--- src/design/lnrx_pkg.sv ---
`timescale 1ns / 1ps

package lnrx_pkg;

  localparam int LenW     = 7;
  localparam int TypeW    = 3;
  localparam int TagW     = 40;
  localparam int CfgIdxW  = 3;
  localparam int NumTags  = 4;

  localparam logic [7:0] ChDollar  = 8'h24;
  localparam logic [7:0] ChNewline = 8'h0A;
  localparam logic [7:0] ChStar    = 8'h2A;

  // Configuration register indexes
  localparam logic [CfgIdxW-1:0] RegPaused   = 3'd0;
  localparam logic [CfgIdxW-1:0] RegTagOne   = 3'd1;
  localparam logic [CfgIdxW-1:0] RegTagTwo   = 3'd2;
  localparam logic [CfgIdxW-1:0] RegTagThree = 3'd3;
  localparam logic [CfgIdxW-1:0] RegTagFour  = 3'd4;

  // Sentence type codes
  localparam logic [TypeW-1:0] TypeUnknown = 3'd0;
  localparam logic [TypeW-1:0] TypeOne     = 3'd1;
  localparam logic [TypeW-1:0] TypeTwo     = 3'd2;
  localparam logic [TypeW-1:0] TypeThree   = 3'd3;
  localparam logic [TypeW-1:0] TypeFour    = 3'd4;

  localparam logic [TagW-1:0] TagOneRst   = 40'd155966067787;
  localparam logic [TagW-1:0] TagTwoRst   = 40'd155848754242;
  localparam logic [TagW-1:0] TagThreeRst = 40'd155798422594;
  localparam logic [TagW-1:0] TagFourRst  = 40'd155748090946;

  typedef struct packed {
    logic                          paused;
    logic [NumTags-1:0][TagW-1:0]  tags;
  } cfg_t;

  typedef struct packed {
    logic [LenW-1:0]  line_length;
    logic [TypeW-1:0] sentence_type;
    logic             has_checksum;
    logic             checksum_ok;
  } res_t;

  // Characters other than 0-9 and A-F count as zero, lowercase a-f included
  function automatic logic [3:0] hex_value(input logic [7:0] ch);
    logic [3:0] v;
    v = 4'd0;
    if (ch >= 8'h30 && ch <= 8'h39) begin
      v = ch[3:0];
    end else if (ch >= 8'h41 && ch <= 8'h46) begin
      v = ch[3:0] + 4'd9;
    end
    return v;
  endfunction

endpackage

--- src/design/lnrx_cfg_regs.sv ---
`timescale 1ns / 1ps

module lnrx_cfg_regs
  import lnrx_pkg::*;
(
  input  logic               clk_i,
  input  logic               rst_ni,
  input  logic               wr_en_i,
  input  logic [CfgIdxW-1:0] wr_index_i,
  input  logic [TagW-1:0]    wr_data_i,
  output cfg_t               cfg_o
);

  cfg_t cfg_q;

  always_ff @(posedge clk_i or negedge rst_ni) begin
    if (!rst_ni) begin
      cfg_q.paused  <= 1'b0;
      cfg_q.tags[0] <= TagOneRst;
      cfg_q.tags[1] <= TagTwoRst;
      cfg_q.tags[2] <= TagThreeRst;
      cfg_q.tags[3] <= TagFourRst;
    end else if (wr_en_i) begin
      case (wr_index_i)
        RegPaused:   cfg_q.paused  <= wr_data_i[0];
        RegTagOne:   cfg_q.tags[0] <= wr_data_i;
        RegTagTwo:   cfg_q.tags[1] <= wr_data_i;
        RegTagThree: cfg_q.tags[2] <= wr_data_i;
        RegTagFour:  cfg_q.tags[3] <= wr_data_i;
        default: ;
      endcase
    end
  end

  assign cfg_o = cfg_q;

endmodule

--- src/design/lnrx_line_core.sv ---
`timescale 1ns / 1ps

module lnrx_line_core
  import lnrx_pkg::*;
#(
  parameter int LINE_LENGTH = 120
) (
  input  logic       clk_i,
  input  logic       rst_ni,
  input  logic       step_i,
  input  logic [7:0] byte_i,
  input  cfg_t       cfg_i,
  output logic       emit_o,
  output res_t       res_o
);

  localparam logic [LenW-1:0] LineMax = LenW'(LINE_LENGTH - 1);

  logic [LenW-1:0] wi_q, wi_d;
  logic [TagW-1:0] hdr_q, hdr_d;
  logic [7:0]      xor_q, xor_d;
  logic [31:0]     last4_q, last4_d;

  logic            restart;
  logic            store;
  logic [LenW-1:0] base_wi;
  logic [TagW-1:0] base_hdr;
  logic [7:0]      base_xor;
  logic [7:0]      tail_xor;
  logic [7:0]      sum;
  logic            live;

  assign live    = step_i && !cfg_i.paused;
  assign restart = (byte_i == ChDollar) || (byte_i == ChNewline);
  assign emit_o  = live && (byte_i == ChNewline);

  // Result from the line as it stands before this byte
  always_comb begin
    res_o.line_length   = wi_q;
    res_o.sentence_type = TypeUnknown;
    if (wi_q >= LenW'(5)) begin
      if (hdr_q == cfg_i.tags[0]) begin
        res_o.sentence_type = TypeOne;
      end else if (hdr_q == cfg_i.tags[1]) begin
        res_o.sentence_type = TypeTwo;
      end else if (hdr_q == cfg_i.tags[2]) begin
        res_o.sentence_type = TypeThree;
      end else if (hdr_q == cfg_i.tags[3]) begin
        res_o.sentence_type = TypeFour;
      end
    end
    res_o.has_checksum = (wi_q >= LenW'(4)) && (last4_q[31:24] == ChStar);
    tail_xor = 8'd0;
    if (wi_q >= LenW'(5)) begin
      // drop the star, both digits and the last byte from the running sum
      tail_xor = xor_q ^ last4_q[7:0] ^ last4_q[15:8] ^ last4_q[23:16] ^ last4_q[31:24];
    end
    sum = {hex_value(last4_q[23:16]), hex_value(last4_q[15:8])} ^ tail_xor;
    res_o.checksum_ok = res_o.has_checksum && (sum == 8'd0);
  end

  always_comb begin
    base_wi  = restart ? '0 : wi_q;
    base_hdr = restart ? '0 : hdr_q;
    base_xor = restart ? '0 : xor_q;
    store    = base_wi < LineMax;
    wi_d     = wi_q;
    hdr_d    = hdr_q;
    xor_d    = xor_q;
    last4_d  = last4_q;
    if (live) begin
      wi_d  = base_wi;
      hdr_d = base_hdr;
      xor_d = base_xor;
      if (store) begin
        wi_d    = base_wi + LenW'(1);
        last4_d = {last4_q[23:0], byte_i};
        if (base_wi < LenW'(5)) begin
          hdr_d[8*(3'd4 - base_wi[2:0]) +: 8] = byte_i;
        end
        if (base_wi != '0) begin
          xor_d = base_xor ^ byte_i;
        end
      end
    end
  end

  always_ff @(posedge clk_i or negedge rst_ni) begin
    if (!rst_ni) begin
      wi_q    <= '0;
      hdr_q   <= '0;
      xor_q   <= '0;
      last4_q <= '0;
    end else begin
      wi_q    <= wi_d;
      hdr_q   <= hdr_d;
      xor_q   <= xor_d;
      last4_q <= last4_d;
    end
  end

endmodule

--- src/design/nmea_line_receiver_top.sv ---
`timescale 1ns / 1ps

// Channel  Direction  Handshake               Payload
// in       input      in_valid_i/in_ready_o    rx_byte_i
// out      output     out_valid_o/out_ready_i  line_length_o, sentence_type_o,
//                                              has_checksum_o, checksum_ok_o
// cfg      input      cfg_valid_i/cfg_ready_o  cfg_index_i, cfg_data_i
//
// One byte per cycle while the result register is free or being drained: a
// byte sits in the input register, then updates the line state and, on a
// newline, loads the result register, which raises result valid.
// Reset clears line state and loads the default tags; no clearing pass.
// A held result stalls the input register only; the input side keeps
// flowing while the result register is free or being drained.
module nmea_line_receiver_top
  import lnrx_pkg::*;
#(
  parameter int LINE_LENGTH = 120
) (
  input  logic               clk_i,
  input  logic               rst_ni,
  input  logic               in_valid_i,
  output logic               in_ready_o,
  input  logic [7:0]         rx_byte_i,
  output logic               out_valid_o,
  input  logic               out_ready_i,
  output logic [LenW-1:0]    line_length_o,
  output logic [TypeW-1:0]   sentence_type_o,
  output logic               has_checksum_o,
  output logic               checksum_ok_o,
  input  logic               cfg_valid_i,
  output logic               cfg_ready_o,
  input  logic [CfgIdxW-1:0] cfg_index_i,
  input  logic [TagW-1:0]    cfg_data_i
);

  cfg_t       cfg;
  res_t       res;
  res_t       res_q;
  logic       emit;
  logic       advance;
  logic       in_vld_q;
  logic [7:0] byte_q;
  logic       out_vld_q;

  assign cfg_ready_o = 1'b1;

  lnrx_cfg_regs u_cfg (
    .clk_i      (clk_i),
    .rst_ni     (rst_ni),
    .wr_en_i    (cfg_valid_i),
    .wr_index_i (cfg_index_i),
    .wr_data_i  (cfg_data_i),
    .cfg_o      (cfg)
  );

  // Advance the held byte when the result register can take a result
  assign advance    = in_vld_q && (!out_vld_q || out_ready_i);
  assign in_ready_o = !in_vld_q || advance;

  always_ff @(posedge clk_i or negedge rst_ni) begin
    if (!rst_ni) begin
      in_vld_q <= 1'b0;
    end else if (in_ready_o) begin
      in_vld_q <= in_valid_i;
    end
  end

  always_ff @(posedge clk_i) begin
    if (in_valid_i && in_ready_o) begin
      byte_q <= rx_byte_i;
    end
  end

  lnrx_line_core #(
    .LINE_LENGTH (LINE_LENGTH)
  ) u_core (
    .clk_i  (clk_i),
    .rst_ni (rst_ni),
    .step_i (advance),
    .byte_i (byte_q),
    .cfg_i  (cfg),
    .emit_o (emit),
    .res_o  (res)
  );

  always_ff @(posedge clk_i or negedge rst_ni) begin
    if (!rst_ni) begin
      out_vld_q <= 1'b0;
    end else if (emit) begin
      out_vld_q <= 1'b1;
    end else if (out_ready_i) begin
      out_vld_q <= 1'b0;
    end
  end

  always_ff @(posedge clk_i) begin
    if (emit) begin
      res_q <= res;
    end
  end

  assign out_valid_o     = out_vld_q;
  assign line_length_o   = res_q.line_length;
  assign sentence_type_o = res_q.sentence_type;
  assign has_checksum_o  = res_q.has_checksum;
  assign checksum_ok_o   = res_q.checksum_ok;

endmodule
--- config.mk ---
export PLATFORM = sky130hd
export DESIGN_NAME = nmea_line_receiver_top
export DESIGN_NICKNAME = d
export VERILOG_FILES = /design/src/design/lnrx_pkg.sv /design/src/design/lnrx_cfg_regs.sv /design/src/design/lnrx_line_core.sv /design/src/design/nmea_line_receiver_top.sv
export SDC_FILE = /design/constraint.sdc
export NUM_CORES = 1
export LEC_CHECK = 0
export BUFFER_PORTS_ARGS = -buffer_cell sky130_fd_sc_hd__buf_2
export CAP_MARGIN = 20
export CORE_UTILIZATION = 49
export CTS_CLUSTER_DIAMETER = 120
export DETAILED_ROUTE_END_ITERATION = 8
export PLACE_DENSITY = 0.65
export SYNTH_ARGS = -nofsm -noshare
export SYNTH_HDL_FRONTEND = slang
export SYNTH_SLANG_ARGS = --single-unit
--- constraint.sdc ---
create_clock -name clk_i -period 7.25 [get_ports clk_i]
set_clock_uncertainty 0.1 [all_clocks]
set_input_delay 1.45 -clock clk_i [delete_from_list [all_inputs] [get_ports clk_i]]
set_output_delay 1.45 -clock clk_i [all_outputs]
set_load 0.02 [all_outputs]
* Yosys cells after proc, flatten, opt, wreduce, memory -nomap -nowiden
Cells that the tools add are included.
** Word-level totals
- Bits in registers :: 270
- Word-level logic and storage cells :: 103
** Operators by class
- $add $sub $neg :: 5
- Order comparisons :: 12
- Eq/ne operators :: 11
- Shift-type cells :: 2
- Multiplexer cells :: 20
- Bitwise logic cells :: 7
- Reduce and logical (&&, ||, !) cells :: 28
** Operators by type and width (number)
- $eq A40 B40 Y1 :: 4
- $mux W40 :: 3
- $xor A8 B8 Y8 :: 6
- $bwmux W40 :: 1
- $shift A8 B34 Y40 const A :: 1
- $shiftx A8 B34 Y40 :: 1
- $neg A32 Y34 :: 1
- $mux W8 :: 4
- $eq A8 B6 Y1 const B :: 2
- $ge A8 B6 Y1 const B :: 2
- $ge A8 B7 Y1 const B :: 2
- $le A8 B6 Y1 const B :: 2
- $le A8 B7 Y1 const B :: 2
- $mux W4 :: 4
- $ge A7 B3 Y1 const B :: 2
- $mux W7 :: 2
- $reduce_and A2 Y1 :: 6
- $logic_and A1 B1 Y1 :: 10
- $add A4 B4 Y4 const B :: 2
- $eq A8 B4 Y1 const B :: 1
- $logic_not A8 Y1 :: 1
- $add A7 B1 Y7 const B :: 1
- $lt A7 B3 Y1 const B :: 1
- $lt A7 B7 Y1 const B :: 1
- other kinds (15) :: 23

* Longest topological paths before layout
Gate-level depths: netlist of the first run.
- Depth in word-level cells :: 9
- Depth in mapped cells :: 12

* Hierarchy
From an unflattened synthesis of the first run, not the netlist that was laid out.
** Unflattened totals
- Cell total of the unflattened synthesis :: 1046
- Area, all modules :: 13125.1 sq um
** Modules (own cells, without submodules)
- lnrx_line_core :: instances 1, cells each 673, area an instance 6331.1 sq um, sequential area each 2177.1 sq um
- lnrx_cfg_regs :: instances 1, cells each 343, area an instance 6078.3 sq um, sequential area each 4100.2 sq um
- nmea_line_receiver_top :: instances 1, cells each 30, area an instance 715.7 sq um, sequential area each 650.6 sq um

* Worst setup path before layout of the first run
OpenSTA, ideal clock, no wires.
- Kind :: in2out
- Start :: in out_ready_i
- End :: out in_ready_o
- Data arrival time :: 1773 ps
- Slack :: 3927 ps
- Stages :: 2
- Buffers on the path :: 0
- Cells stage by stage :: nor2b_1 > nand2_1
** Between the ends
- Word-level cells in the longest chain between the ends :: 3
** RTL lines
- start: declaration :: RTL line nmea_line_receiver_top.sv:26 : input logic out_ready_i,
- $logic_or A1 B1 Y1 :: RTL line nmea_line_receiver_top.sv:58 : assign advance = in_vld_q && (!out_vld_q || out_ready_i);
- $logic_and A1 B1 Y1 :: RTL line nmea_line_receiver_top.sv:58
- $logic_or A1 B1 Y1 :: RTL line nmea_line_receiver_top.sv:59 : assign in_ready_o = !in_vld_q || advance;
- end: declaration :: RTL line nmea_line_receiver_top.sv:23 : output logic in_ready_o,
No other way between the ends.

* Final worst setup path of the first run
Same ends and word-level chain as after synthesis.

==> flow_summary_export.csv, run 1 <==
group,metric,value,unit
clock_network,insertion_delay,540,ps
yosys,ys_seq_area_share,52.5,%
clock_network,cts_max_level,1,
final_layout,fill_cells,2176,
power,switching_power,2.14,mW
global_routing,grt_overflow,0,
clock_network,cts_tree,"built",
die,start_util,50.3,%
final_layout,fin_nets,1118,
worst_hold_path,hp-class,"reg2reg",
route,drt_iter0_markers,500,
placed_design,gp_congestion,0.863,
yosys,postSynthAreaPerCell,12.9,µm²
route,antenna_left,0,
final_layout,drive_gt1_share,35.2,%
power,p_int,3.88,mW
die,placementRows,59,
yosys,synth_edf_count,20,
timing,hold_ws,421,ps
critical_path,critical_path_class,"in2out",
power,combPwrFrac,33.4,%
global_routing,grt_max_degree,92,
critical_path,crit_path_max_fanout,3,
route,drc,3,
timing,finalMaxSlewViolations,0,
power,switching_share,35.6,%
placed_design,dp_hpwl,22.8,mm
yosys,yosys_warnings,0,
critical_path,critPathSlowestCell,"nor2b_1",
power,p_per_area,411,nW/µm²
timing,slew_headroom,30.5,%
yosys,ys.flop_type,"dfrtp_1",
power,power_frac_seq,42.6,%
timing,setup_tns,0,ps
final_layout,n_antenna_cell,0,
critical_path,cp-start-kind,"input pin",
critical_path,crit_family,"simple AND/OR/NAND/NOR gates",
timing,worst_slew_pin_slew,1040,ps
critical_path,end_kind,"output port",
timing,max_freq,275,MHz
clock_network,cts_setup_buffers,0,
die,die_area,27600,µm²
timing,setup_violations,0,
critical_path,crit_chain,"buf_2 -> nor2b_1 -> nand2_1 -> buf_2",
route,dr.pass1.iters,7,
route,via_count,7985,
route,routed_wl,32.3,mm
route,wl_per_cell,22.9,µm
job,cap_violations,0,
global_routing,antenna_found_initial,0,
power,leakage,6.14,nW
yosys,postSynthCellCount,1021,
global_routing,track_usage,23.9,%
power,clkPwrFrac,24.0,%
status,status,"complete, but fails checks",
yosys,synth_seq_cells,270,
die,fp.dieH,166,µm
timing,rsz0062_at_grt,"false",
clock_network,cts_root_buf,"clkbuf_16",
clock_network,clock_sinks,270,
yosys,synth_fp_nets,1086,
global_routing,grt_pass1_wl,50.3,mm
timing,period_needed,3640,ps
critical_path,max_stage_delay,240,ps
critical_path,crit_buf_inv,2,
placed_design,port-buffer-count,69,
yosys,async_flop_share,92.6,%
yosys,yosys.cell_types.count,74,
yosys,netlist_area,13200,µm²
die,die_w,166,µm
route,routed_via_density,5.66,
clock_network,clkSlewWorstSetupHoldPaths,60,ps
clock_network,cts_made_buffers,29,
power,vdd_ir_drop_max,0.000200,V
clock_network,cts_buffer_depth,3,
global_routing,grt_pass1_vias,8180,
critical_path,crit_required,5700,ps
die,ios,71,
die,coreArea,26200,µm²
critical_path,crit_top_cell,"buf_2",
timing,timing.final.crit_share,50.2,%
clock_network,ctsResizeCount,0,
final_layout,area_delta_synth_final,11.1,%
status,violations,"DRC",
critical_path,crit_arrival,2090,ps
clock_network,hold_buffers,0,
timing,hold_viol_final,0,
## synthesized netlist by cell type (9+ instances only)
library cell  instances  area [µm²]
xnor2_1              97         850
nand2_1              51         191
nor4_1               27         169
a22o_1               32         280
edfxtp_1             20         601
nand4_1              30         188
ha_1                  9         113
buf_1                17        63.8
o21ai_0              15        75.1
clkbuf_1             47         176
dfstp_2              57        1500
dfrtp_1             193        4830
mux2_1               23         259
xor2_1               94         823
mux2_2              171        1930
inv_1                11        41.3
## placed cells by master, fill, tap and decap left out, types with 15 or more instances in the layout
master / n
nand2_1: 51
dfrtp_1: 193
mux2_1: 23
nor4_1: 27
edfxtp_1: 20
nand4_1: 30
buf_2: 68
mux2_2: 171
clkbuf_16: 29
xnor2_1: 97
dfstp_2: 57
xor2_1: 94
a22o_1: 32
o21ai_0: 15
## cell type report
class / count / area [µm²] / share of cell area [%]
Timing Repair Buffer: 78 / 423 / 2.89
Clock inverter: 7 / 76.3 / 0.521
Inverter: 11 / 41.3 / 0.282
Clock buffer: 46 / 850 / 5.80
Tap cell: 335 / 419 / 2.86
Sequential cell: 270 / 6930 / 47.3
Multi-Input combinational cell: 663 / 5920 / 40.4
## final timing paths
path | cells past startpoint | startpoint | end | slack (ps)
min in group asynchronous | 1 | rst_ni | u_cfg.cfg_o[52] | 800
min reg2reg | 2 | in_vld_q | in_vld_q | 420
max | 4 | out_ready_i | in_ready_o | 3610
max in group asynchronous | 2 | rst_ni | u_core.hdr_q[23] | 4900
min | 2 | in_vld_q | in_vld_q | 420
max reg2reg | 7 | byte_q[5] | u_core.hdr_q[2] | 3900
## logic make-up (layout without fill, tap and decap cells)
kind of cell	count (synthesis)	in the layout	share of synthesized area (%)
flip-flops	270	270	52.5
XOR/XNOR	200	200	14.2
multiplexers	197	197	16.8
AND/OR/NAND/NOR	174	174	7.73
buffers and inverters	88	142	2.80
AO/OA/AOI/OAI	82	82	5.04
adder cells (fa/ha/maj)	9	9	0.854
other	1	1	0.0284
## registers in the layout (all words and copies together), names as in the netlist
| register | flops |
|---|---|
| in_vld_q | 1 |
| u_core.xor_q | 8 |
| line_length_o | 7 |
| u_cfg.cfg_o | 161 |
| u_core.last4_q | 32 |
| has_checksum_o | 1 |
| checksum_ok_o | 1 |
| sentence_type_o | 3 |
| out_valid_o | 1 |
| u_core.hdr_q | 40 |
| byte_q | 8 |
| u_core.wi_q | 7 |
## worst reg2reg max path, cell delays in order, from the launching register on
cell and delay (ps):
edfxtp_1 760, and4bb_1 320, o21ai_1 680, nand2_1 170, ha_1 350, nor3_2 220, and2b_1 460, a22o_1 220
## routing by layer
layer	wire length, µm	track usage (%)	up-vias
li1	-	-	3635
met1	15700	36.1	4130
met2	14800	37.2	185
met3	1320	3.07	35
met4	471	4.27	0
met5	0	0	-
## stage by stage
stage	std cells	power (mW)	area [µm²]	setup WS (ps)	util [%]
2_1_floorplan	1021	4.00	13200	3930	-
3_3_place_gp	1357	4.55	13700	3420	52.4
3_5_place_dp	1357	4.59	13700	3370	52.4
4_1_cts	1410	6.05	14700	3630	55.9
5_1_grt	1410	6.33	14700	3560	55.9
6_report	1410	6.02	14700	3610	55.9
## power groups by stage
stage	Sequential (mW)	Combinational, mW	Clock (mW)
after detailed placement	2.59	2.00	0
final	2.56	2.01	1.44
after global routing	2.63	2.18	1.52
after CTS	2.56	2.02	1.46
after floorplan	2.23	1.77	0
after global placement	2.57	1.98	0
Power figures use the tool's default switching activity.
==> run 2, diff against run 1 <==
--- a/config.mk
+++ b/config.mk
@@ -5,12 +5,13 @@
 export SDC_FILE = /design/constraint.sdc
 export NUM_CORES = 1
 export LEC_CHECK = 0
+export ABC_AREA = 1
 export BUFFER_PORTS_ARGS = -buffer_cell sky130_fd_sc_hd__buf_2
 export CAP_MARGIN = 20
 export CORE_UTILIZATION = 49
 export CTS_CLUSTER_DIAMETER = 120
 export DETAILED_ROUTE_END_ITERATION = 8
-export PLACE_DENSITY = 0.65
+export PLACE_DENSITY = 0.68
 export SYNTH_ARGS = -nofsm -noshare
 export SYNTH_HDL_FRONTEND = slang
 export SYNTH_SLANG_ARGS = --single-unit
==> constraint.sdc (replaced) <==
create_clock -name clk_i -period 3.2 [get_ports clk_i]
set_clock_uncertainty 0.1 [all_clocks]
set_input_delay 0.64 -clock clk_i [delete_from_list [all_inputs] [get_ports clk_i]]
set_output_delay 0.64 -clock clk_i [all_outputs]
set_load 0.02 [all_outputs]
==> run 2 against run 1 <==
Area after synthesis grew 7.1%; combinational power grew 120%; first-iteration DRC count grew 81%; the flow now finishes without violations; critical path depth grew 8.
==> flow_summary_export.csv, run 2 <==
group,metric,value,unit
critical_path,critPathSlowestCell,"nand2_4",
timing,rsz0062_at_grt,"false",
placed_design,port-buffer-count,69,
placed_design,dp_cells,2116,
critical_path,critical_path_class,"reg2reg",
job,cap_violations,0,
route,met3WireLength,1.38,mm
timing,finalMaxSlewViolations,0,
power,combPwrFrac,32.2,%
critical_path,reg2reg_slack,450,ps
power,p_int,8.53,mW
clock_network,clock_sinks,270,
clock_network,cts_max_level,1,
critical_path,crit_required,3500,ps
yosys,ys.flop_type,"dfrtp_1",
route,drt-met1-wl,15.0,mm
critical_path,endpoint,"u_core.last4_q[22]",
global_routing,grt_overflow,0,
yosys,ys_seq_area_share,49.0,%
route,routed_via_density,5.13,
timing,max_freq,364,MHz
clock_network,cts_tree,"built",
worst_hold_path,hp-class,"in2reg",
route,wl_per_cell,15.1,µm
critical_path,crit_arrival,3050,ps
critical_path,crit_family,"simple AND/OR/NAND/NOR gates",
global_routing,track_usage,23.2,%
die,ios,71,
route,drt_iter0_markers,905,
global_routing,grt_pass1_vias,10600,
yosys,netlist_area,14100,µm²
critical_path,startpoint,"byte_q[4]",
critical_path,cp-start-kind,"flop",
route,drc,0,
route,dr.pass1.iters,5,
yosys,yosysTopAreaCell,"dfrtp_1",
clock_network,cts_buffer_depth,3,
critical_path,max_stage_delay,480,ps
placed_design,gp_congestion,0.850,
yosys,async_flop_share,92.6,%
critical_path,crit_path_max_fanout,68,
worst_hold_path,min_from,"rx_byte_i[6]",
power,leakage,7.49,nW
power,clkPwrFrac,26.3,%
timing,timing.final.crit_share,85.8,%
route,via_count,11200,
timing,hold_viol_final,0,
power,power_frac_seq,41.5,%
timing,period_needed,2750,ps
clock_network,cts_made_buffers,30,
yosys,synth_most_common_cell,"nand2_1",
critical_path,r2r_cells,12,
yosys,synth_edf_count,20,
timing,setup_tns,0,ps
final_layout,fill_cells,2620,
yosys,synth_top_area_share,34.2,%
placed_design,dp_hpwl,23.0,mm
die,start_util,50.3,%
power,switching_share,36.8,%
die,die_w,172,µm
critical_path,timing.rr.end,"u_core.last4_q[22]",
final_layout,layout.cells.non_filler,2173,
route,met2WireLength,15.7,mm
timing,worst_slew_pin_slew,768,ps
critical_path,end_kind,"flop",
global_routing,grt_max_degree,81,
final_layout,fin_nets,1836,
final_layout,n_antenna_cell,0,
yosys,yosys.cell_types.count,40,
yosys,synthTopCellsByArea,"dfrtp_1 (34%), nand2_1 (14%), dfstp_2 (11%)",
critical_path,crit_top_cell,"nand2_2",
critical_path,path_depth,12,
die,fp.dieH,172,µm
final_layout,layout_commonest_cell,"nand2_1",
critical_path,crit_chain,"inv_2 -> nand2_1 -> nor2_1 -> nand3_2 -> nand2_4 -> nor2_4 -> nand2_2 -> nand2_2 -> nand2_2 -> nand2_4 -> nor2_1 -> a21oi_1",
yosys,postSynthCellCount,1752,
final_layout,layout_common_cells,"nand2_1 (543), dfrtp_1 (193), o21ai_0 (191)",
die,coreArea,28100,µm²
power,p_per_area,856,nW/µm²
timing,slew_headroom,48.8,%
critical_path,reg2reg_from,"byte_q[4]",
critical_path,crit_buf_inv,1,
yosys,yosys_warnings,0,
final_layout,area_delta_synth_final,11.6,%
final_layout,largest_reg_flops,161,
clock_network,cts_root_buf,"clkbuf_16",
power,vdd_ir_drop_max,0.000390,V
yosys,synth_seq_cells,270,
power,switching_power,4.97,mW
clock_network,clkSlewWorstSetupHoldPaths,60,ps
status,status,"completed",
yosys,synth_fp_nets,1817,
timing,setup_violations,0,
global_routing,grt_pass1_wl,54.1,mm
die,die_area,29500,µm²
clock_network,insertion_delay,550,ps
yosys,ys_top_cells_by_count,"nand2_1 (544), dfrtp_1 (193), o21ai_0 (191)",
final_layout,drive_gt1_share,12.7,%
yosys,postSynthAreaPerCell,8.06,µm²
route,antenna_left,0,
global_routing,antenna_found_initial,0,
route,highest_layer,"met4",
die,placementRows,61,
route,routed_wl,32.8,mm
power,power,13.5,mW
## run 2: changes by cell type after synthesis, moves of 32 or more
cell,before,now
nand3_1,8,108
inv_1,11,135
clkbuf_1,47,79
xor2_1,94,23
nand2_1,51,544
mux2_2,171,0
nor2_1,8,102
a22o_1,32,0
o21ai_0,15,191
xnor2_1,97,135
## run 2: worst reg2reg max path, cell delays in order, from the launching register on
cell	delay, ps
edfxtp_1	430
inv_2	140
nand2_1	60
nor2_1	120
nand3_2	130
nand2_4	250
nor2_4	90
nand2_2	80
nand2_2	70
nand2_2	340
nand2_4	480
nor2_1	260
a21oi_1	60
## run 2: timing repair
item | CTS | global route
endpoints found under the hold margin | 50 | 0
gates resized for setup | 0 | 1
setup buffers | 0 | 0
setup endpoints to repair | 0 | 3
hold buffers | 1 | 0
## run 2: cells by family (layout without fill, tap and decap cells)
| family | after synthesis | after routing | share of synthesized area [%] |
|---|---|---|---|
| compound gates | 243 | 243 | 8.86 |
| xor+xnor | 158 | 158 | 9.79 |
| fa+ha+maj | 9 | 9 | 0.797 |
| buf+inv | 238 | 281 | 6.64 |
| flops | 270 | 270 | 49.0 |
| other cells | 1 | 1 | 0.0265 |
| simple gates | 833 | 833 | 24.9 |
## run 2: final cells by class
| type | count | area (µm²) | area share [%] |
|---|---|---|---|
| multi-input combinational | 1244 | 6290 | 39.9 |
| sequential | 270 | 6930 | 43.9 |
| inverter | 140 | 526 | 3.33 |
| tap | 378 | 473 | 3.00 |
| clock buffer | 43 | 871 | 5.52 |
| clock inverter | 13 | 158 | 1.00 |
| timing repair buffer | 85 | 528 | 3.35 |
## run 2: how the worst min path moves through the flow
stage | to | cells past startpoint | slack, ps
floorplan | in_vld_q | 0 | 240
global placement | line_length_o[6] | 0 | 370
detailed placement | u_cfg.cfg_o[57] | 2 | 390
CTS | byte_q[6] | 1 | 170
global route | byte_q[6] | 1 | 170
finish | byte_q[6] | 1 | 190
## run 2: power groups by stage
stage	Combinational, mW	Clock, mW	Sequential, mW
after global placement	4.22	0	5.61
after floorplan	3.92	0	4.98
after detailed placement	4.34	0	5.64
after CTS	4.37	3.62	5.60
final	4.35	3.55	5.60
after global routing	5.03	3.76	5.73
## run 2: layer usage
metal,global-route usage (%),vias up
met3,3.08,47
met5,0,-
li1,-,5594
met4,6.50,0
met2,39.2,232
met1,31.2,5279
## run 2: through the flow
step                area [µm²]  hold WS [ps]  utilization (%)  worst slack [ps]
floorplan                14100           244                -               881
global placement         14700           373             52.4               469
detailed placement       14700           391             52.4               318
CTS                      15800           170             56.1               289
global route             15800           169             56.1               166
finish                   15800           185             56.1               453
